<file path="src/sv/salc_pkg.sv">
// Shared types and constants for the set-associative LRU cache model.
// Used by salc_ctrl, salc_dp and set_assoc_lru_cache_sim; no dependencies.
`default_nettype none
package salc_pkg;

  // Fixed field widths
  localparam int ADDR_W      = 64;
  localparam int OP_W        = 2;
  localparam int TAG_W       = 62;
  localparam int STAMP_W     = 32;
  localparam int COUNT_W     = 32;
  localparam int SET_BITS_W  = 4;
  localparam int BLK_BITS_W  = 6;
  localparam int WAYS_W      = 4;
  localparam int WCNT_W      = 5;
  localparam int SHIFT_W     = 7;
  localparam int CFG_ADDR_W  = 2;
  localparam int CFG_DATA_W  = 6;
  localparam int OUT_DATA_W  = 104;

  // Access kinds; the unused code behaves as a load
  localparam logic [OP_W-1:0] OP_LOAD   = 2'd0;
  localparam logic [OP_W-1:0] OP_STORE  = 2'd1;
  localparam logic [OP_W-1:0] OP_MODIFY = 2'd2;

  // Configuration register indexes
  localparam logic [CFG_ADDR_W-1:0] CFG_SET_BITS   = 2'd0;
  localparam logic [CFG_ADDR_W-1:0] CFG_BLOCK_BITS = 2'd1;
  localparam logic [CFG_ADDR_W-1:0] CFG_WAYS_USED  = 2'd2;

  // Configuration reset values
  localparam logic [SET_BITS_W-1:0] SET_BITS_RST   = 4'd4;
  localparam logic [BLK_BITS_W-1:0] BLOCK_BITS_RST = 6'd4;
  localparam logic [WAYS_W-1:0]     WAYS_USED_RST  = 4'd1;

  // One cache line as kept in the set memory
  typedef struct packed {
    logic               valid;
    logic [TAG_W-1:0]   tag;
    logic [STAMP_W-1:0] stamp;
  } line_t;

  // Controller to datapath commands
  typedef struct packed {
    logic capture;  // register the accepted address
    logic lookup;   // decode address, read the set row
    logic commit;   // update the set row, counters and the result register
    logic last;     // result being committed is the final one of its item
  } dp_cmd_t;

  // Datapath to controller status
  typedef struct packed {
    logic out_free;  // result register can take a result this cycle
  } dp_stat_t;

  typedef enum logic [2:0] {
    S_IDLE   = 3'b001,
    S_READ   = 3'b010,
    S_COMMIT = 3'b100
  } state_t;

  function automatic logic [COUNT_W-1:0] sat_inc(input logic [COUNT_W-1:0] x);
    sat_inc = (x == '1) ? x : x + COUNT_W'(1);
  endfunction

endpackage
`default_nettype wire

</file>
<file path="src/sv/salc_ctrl.sv">
// Sequencer for the cache model: accept, set read, set update per access.
// Depends on salc_pkg for the command, status and state types.
`default_nettype none
module salc_ctrl (
  input  wire                                 clk,
  input  wire                                 rst_n,
  input  wire                                 in_tvalid,
  output logic                                in_tready,
  input  wire  [salc_pkg::OP_W-1:0]           in_tuser,
  output salc_pkg::dp_cmd_t                   cmd,
  input  salc_pkg::dp_stat_t                  stat
);
  import salc_pkg::*;

  state_t          state_r, state_nxt;
  logic [OP_W-1:0] op_r;
  logic            second_r, second_nxt;
  logic            accept;
  logic            two_pass;

  assign in_tready = (state_r == S_IDLE);
  assign accept    = in_tvalid & in_tready;
  // A modify item makes a second access on its first pass only
  assign two_pass  = (op_r == OP_MODIFY) & ~second_r;

  // Next state and commands
  always_comb begin
    state_nxt   = state_r;
    second_nxt  = second_r;
    cmd.capture = 1'b0;
    cmd.lookup  = 1'b0;
    cmd.commit  = 1'b0;
    cmd.last    = ~two_pass;
    unique case (state_r)
      S_IDLE: begin
        if (accept) begin
          cmd.capture = 1'b1;
          second_nxt  = 1'b0;
          state_nxt   = S_READ;
        end
      end
      S_READ: begin
        cmd.lookup = 1'b1;
        state_nxt  = S_COMMIT;
      end
      S_COMMIT: begin
        // Hold until the result register is free
        if (stat.out_free) begin
          cmd.commit = 1'b1;
          if (two_pass) begin
            second_nxt = 1'b1;
            state_nxt  = S_READ;
          end else begin
            state_nxt = S_IDLE;
          end
        end
      end
      default: begin
        state_nxt = S_IDLE;
      end
    endcase
  end

  always_ff @(posedge clk) begin
    if (!rst_n) begin
      state_r  <= S_IDLE;
      second_r <= 1'b0;
    end else begin
      state_r  <= state_nxt;
      second_r <= second_nxt;
    end
  end

  // Access kind of the item in flight
  always_ff @(posedge clk) begin
    if (accept) begin
      op_r <= in_tuser;
    end
  end

endmodule
`default_nettype wire

</file>
<file path="config.mk">
export PLATFORM = sky130hd
export DESIGN_NAME = salc_ctrl
export DESIGN_NICKNAME = d
export VERILOG_FILES = /design/src/sv/salc_pkg.sv /design/src/sv/salc_ctrl.sv
export SDC_FILE = /design/constraint.sdc
export NUM_CORES = 1
export LEC_CHECK = 0
export ABC_AREA = 1
export BUFFER_PORTS_ARGS = -buffer_cell sky130_fd_sc_hd__buf_2
export CORE_AREA = 2 2 39 41
export CTS_CLUSTER_DIAMETER = 30
export DETAILED_ROUTE_END_ITERATION = 7
export DIE_AREA = 0 0 41 43
export HOLD_SLACK_MARGIN = 0.12
export PLACE_DENSITY = 0.55
export SYNTH_ARGS = -nofsm -noshare
export SYNTH_HDL_FRONTEND = slang
export SYNTH_SLANG_ARGS = --single-unit
</file>
<file path="constraint.sdc">
create_clock -name clk -period 1 [get_ports clk]
set_input_delay 0 -clock clk [delete_from_list [all_inputs] [get_ports clk]]
set_output_delay 0 -clock clk [all_outputs]
set_load 0.01 [all_outputs]
</file>
# Word level (Yosys, flattened, before mapping)
# Index checks and enable logic that the tools add are counted.
[word_totals]
mem_bits_ro = 0
regBits = 6
n_memories = 0
mem_bits_rw = 0
latchBits = 0
out_inout_bits = 5
in_bits = 6
[classes]
eq_ne = 7
magnitude_cmp = 0
div_mod_pow = 0
n_addsub = 0
n_mul = 0
n_bitwise = 4
n_shift = 0
n_reduce_logical = 3
muxes = 13
[op_table]
columns = ["operator", "count"]
rows = [
  ["$pmux W3 S3", 1],
  ["$mux W1", 8],
  ["$mux W3", 2],
  ["$ne A2 B2 Y1 const B", 2],
  ["$reduce_and A4 Y1", 1],
  ["$eq A3 B1 Y1 const B", 1],
  ["$eq A3 B2 Y1 const B", 1],
  ["$eq A3 B3 Y1 const B", 1],
  ["$and A1 B1 Y1", 2],
  ["$eq A2 B2 Y1 const B", 1],
  ["$mux W2", 1],
  ["$ne A2 B1 Y1 const B", 1],
  ["$not A1 Y1", 2],
  ["$pmux W1 S2", 1],
  ["$reduce_and A2 Y1", 1],
  ["$reduce_bool A2 Y1", 1],
]

# Depth between registers and ports, before layout
[logic_depth]
word_depth = 5
mapped_depth = 8
depth_no_buf = 8

# Worst setup path after synthesis
# OpenSTA, ideal clock, no wires.
[synth_timing]
kind = "register to register"
from = "register state_r[0]"
to = "register op_r[0], enable pin"
arrival_ns = 0.759
path_stages_with_launch = 5
setup_slack_ns = -0.076
path_buffers = 0
path_cell_list = "dfxtp_1 > inv_2 > nor2_4 > nand2_1 > nor2_1"
[synth_via]
elab_chain_len = 2
[synth_rtl]
columns = ["item", "line", "source"]
rows = [
  ["from (decl)", "salc_ctrl.sv:15", "state_t state_r, state_nxt;"],
  ["from (signal assigned)", "salc_ctrl.sv:69", "state_r <= state_nxt;"],
  ["$eq A3 B1 Y1", "salc_ctrl.sv:21", "assign in_tready = (state_r == S_IDLE);"],
  ["$and A1 B1 Y1", "salc_ctrl.sv:22", "assign accept = in_tvalid & in_tready;"],
  ["net accept", "salc_ctrl.sv:18", "logic accept;"],
  ["to (signal assigned)", "salc_ctrl.sv:77", "op_r <= in_tuser;"],
  ["to (decl)", "salc_ctrl.sv:16", "logic [OP_W-1:0] op_r;"],
]
# The timed path passes the listed nets, and every way through them passes these cells.
# A chain may end at the register's enable or synchronous reset.

==> results.py <==
metrics = {
    "outcome": {
        "status": "finished, violations left",
        "violations": "setup timing",
    },
    "clock_tree": {
        "cts_hold_buf": 4,
        "clk_latency_ps": 250,
        "cts_buffer_depth": 2,
        "htreeDepth": 1,
        "numClockSinks": 6,
        "root_buffer": "clkbuf_4",
        "cts_buffers": 3,
        "path_clk_slew_ps": 50,
        "tritoncts": "yes",
    },
    "sta": {
        "final_max_slew_viol_count": 0,
        "finalSetupViolations": 10,
        "fmax_mhz": 855.2,
        "setup_tns_ps": -848.9,
        "worst_slew_pin_slew_ps": 168.6,
        "layout_worst_path_cycle_share": 1.169,
        "fin_crit_ps": 1169,
        "hold_viol_final": 0,
        "grt_setup_unrepaired": "true",
        "holdWs_ps": 108.3,
        "max_slew_margin": 0.8874,
        "fin_ws_ps": -169.3,
        "skew_ps": 1.345,
    },
    "hold_path": {
        "min_from": "in_tvalid",
        "hp-class": "primary input to flop",
    },
    "route": {
        "drtIter0Drc": 1,
        "first_pass_iters": 4,
        "vias": 363,
        "routed_wl_um": 862,
        "wl_per_cell_um": 9.795,
        "ant_nets": 0,
        "vias_per_cell": 4.125,
        "drc_errors": 0,
    },
    "worst_setup_path": {
        "r2r-start": "state_r[0]",
        "path_cells": "inv_2, nand2_2, nor2_4, buf_6, buf_6, inv_2, buf_6",
        "critPathLaunchType": "flop",
        "arrival_ps": 1170,
        "crit_start": "op_r[0]",
        "crit_fanout": 2,
        "cp-end-kind": "output pin",
        "cp.required_ps": 1000,
        "path_common_cell": "buf_6",
        "max_stage_delay_ps": 380,
        "slowest_stage": "edfxtp_1",
        "worstSetupPathType": "flop to output pin",
    },
    "placed_design": {
        "placed_cells": 75,
        "io_buffers": 10,
        "dp_slack_ps": -86.35,
        "placed_area_um2": 454.2,
        "hpwl_um": 544.2,
        "gp_routability_congestion": 0.7354,
    },
    "layout": {
        "final_cell_mix": "buf_6 (11), buf_4 (8), buf_2 (7), nand2_2 (5)",
        "stdcell_count": 88,
        "drive_gt1_frac": 0.7917,
        "final_area_um2": 700.7,
        "final_common_cell": "buf_6",
        "multi_input_area_um2": 207.7,
        "layout.nets": 80,
        "fin_util": 0.5063,
        "final-seq-area_um2": 148.9,
        "area_growth_pct": 127.6,
        "fill_cells": 125,
        "insertedDiodeCount": 0,
    },
    "synth": {
        "syn_area_per_cell_um2": 7.695,
        "ys_seq_elements": 6,
        "ys_types": 15,
        "ys.flop_type": "dfxtp_1",
        "synth_edf_count": 2,
        "syn_inst": 40,
        "synth-seq-area-share": 0.4553,
        "synthesis.area_um2": 307.8,
        "syn-num-nets": 46,
        "ys_warn_count": 0,
        "async_reset_ff_frac": 0,
    },
    "grt": {
        "grt_first_pass_wirelength_um": 1283,
        "grt-ovfl-total": 0,
        "grt_pass1_vias": 353,
        "track_usage": 0.1116,
        "grt_max_degree": 5,
        "grt_antenna_before_repair": 0,
    },
    "die": {
        "die_h_um": 43,
        "core_area_um2": 1384,
        "initial_utilization": 0.2224,
        "die-area_um2": 1763,
        "die_w_um": 41,
        "rows": 14,
        "io_pins": 11,
    },
    "pwr": {
        "clock_power_share": 0.203,
        "fin_total_pwr_mw": 1.190,
        "p_sw_uw": 414.8,
        "p_leak_nw": 0.3297,
        "p_seq_frac": 0.280,
        "switching_share": 0.3486,
        "combPwrFrac": 0.517,
        "ir_drop_v": 0.0007452,
        "power_density_nw_per_um2": 1698,
        "p_int_uw": 775.1,
    },
    "flow_run": {
        "maxCapViolCount": 0,
    },
}
sequential cells by signal, summed over array words and instances, names as in the netlist:
register,flops
second_r,1
op_r,2
state_r,3
kinds of logic after synthesis:
kind of cell	Yosys count	synth area share
buffers and inverters	11	0.1464
AND/OR/NAND/NOR	21	0.3537
flip-flops	6	0.4553
AO/OA/AOI/OAI	2	0.04471
final timing paths:
check,to,slack (ps),cells after the start
max,cmd[0],-170,7
min,state_r[0],110,4
max reg2reg,op_r[1],-120,5
min reg2reg,second_r,500,2
worst max-delay path, delay by kind of cell, from the launching register on:
| kind | cells | cell delay (ps) |
|---|---|---|
| flops | 1 | 380 |
| buf+inv | 5 | 380 |
| simple gates | 2 | 170 |
synth_stat cells, types with 2 or more instances:
| cell type | n | area [um^2] |
|---|---|---|
| inv_1 | 8 | 30.03 |
| nand2_1 | 5 | 18.77 |
| nor2_1 | 5 | 18.77 |
| dfxtp_1 | 4 | 80.08 |
| nand2_2 | 3 | 18.77 |
| nand3_1 | 3 | 15.01 |
| edfxtp_1 | 2 | 60.06 |
| inv_2 | 2 | 7.510 |
| nor3_1 | 2 | 10.01 |
final cells by class:
type                    count  share of cell area
clock buffers               3             0.03214
flip-flops and latches      6              0.2125
multi-input cells          23              0.2964
repair buffers             30              0.3696
well taps                  16             0.02857
inverters                  10             0.06071
timing repair:
| action | CTS | global route |
|---|---|---|
| endpoints found under the hold margin | 6 | 1 |
| setup buffers | 5 | 1 |
| setup endpoints to repair | 10 | 11 |
| resized for setup | 20 | 20 |
| pin swaps | 5 | 5 |
per-layer routing:
layer	track usage	vias to the layer above	share of wire
li1	-	188	-
met1	0.1258	163	0.41
met2	0.1688	10	0.52
met3	0.04712	2	0.052
met4	0.06000	0	0.015
met5	0	-	0
power groups by stage:
stage | combinational [mW] | clock (mW) | sequential (mW)
floorplan | 0.184 | 0 | 0.316
CTS | 0.494 | 0.239 | 0.325
finish | 0.616 | 0.242 | 0.333
global route | 0.660 | 0.256 | 0.338
global placement | 0.328 | 0 | 0.321
detailed placement | 0.331 | 0 | 0.322
Note: power is estimated with default switching activity, not from simulation.
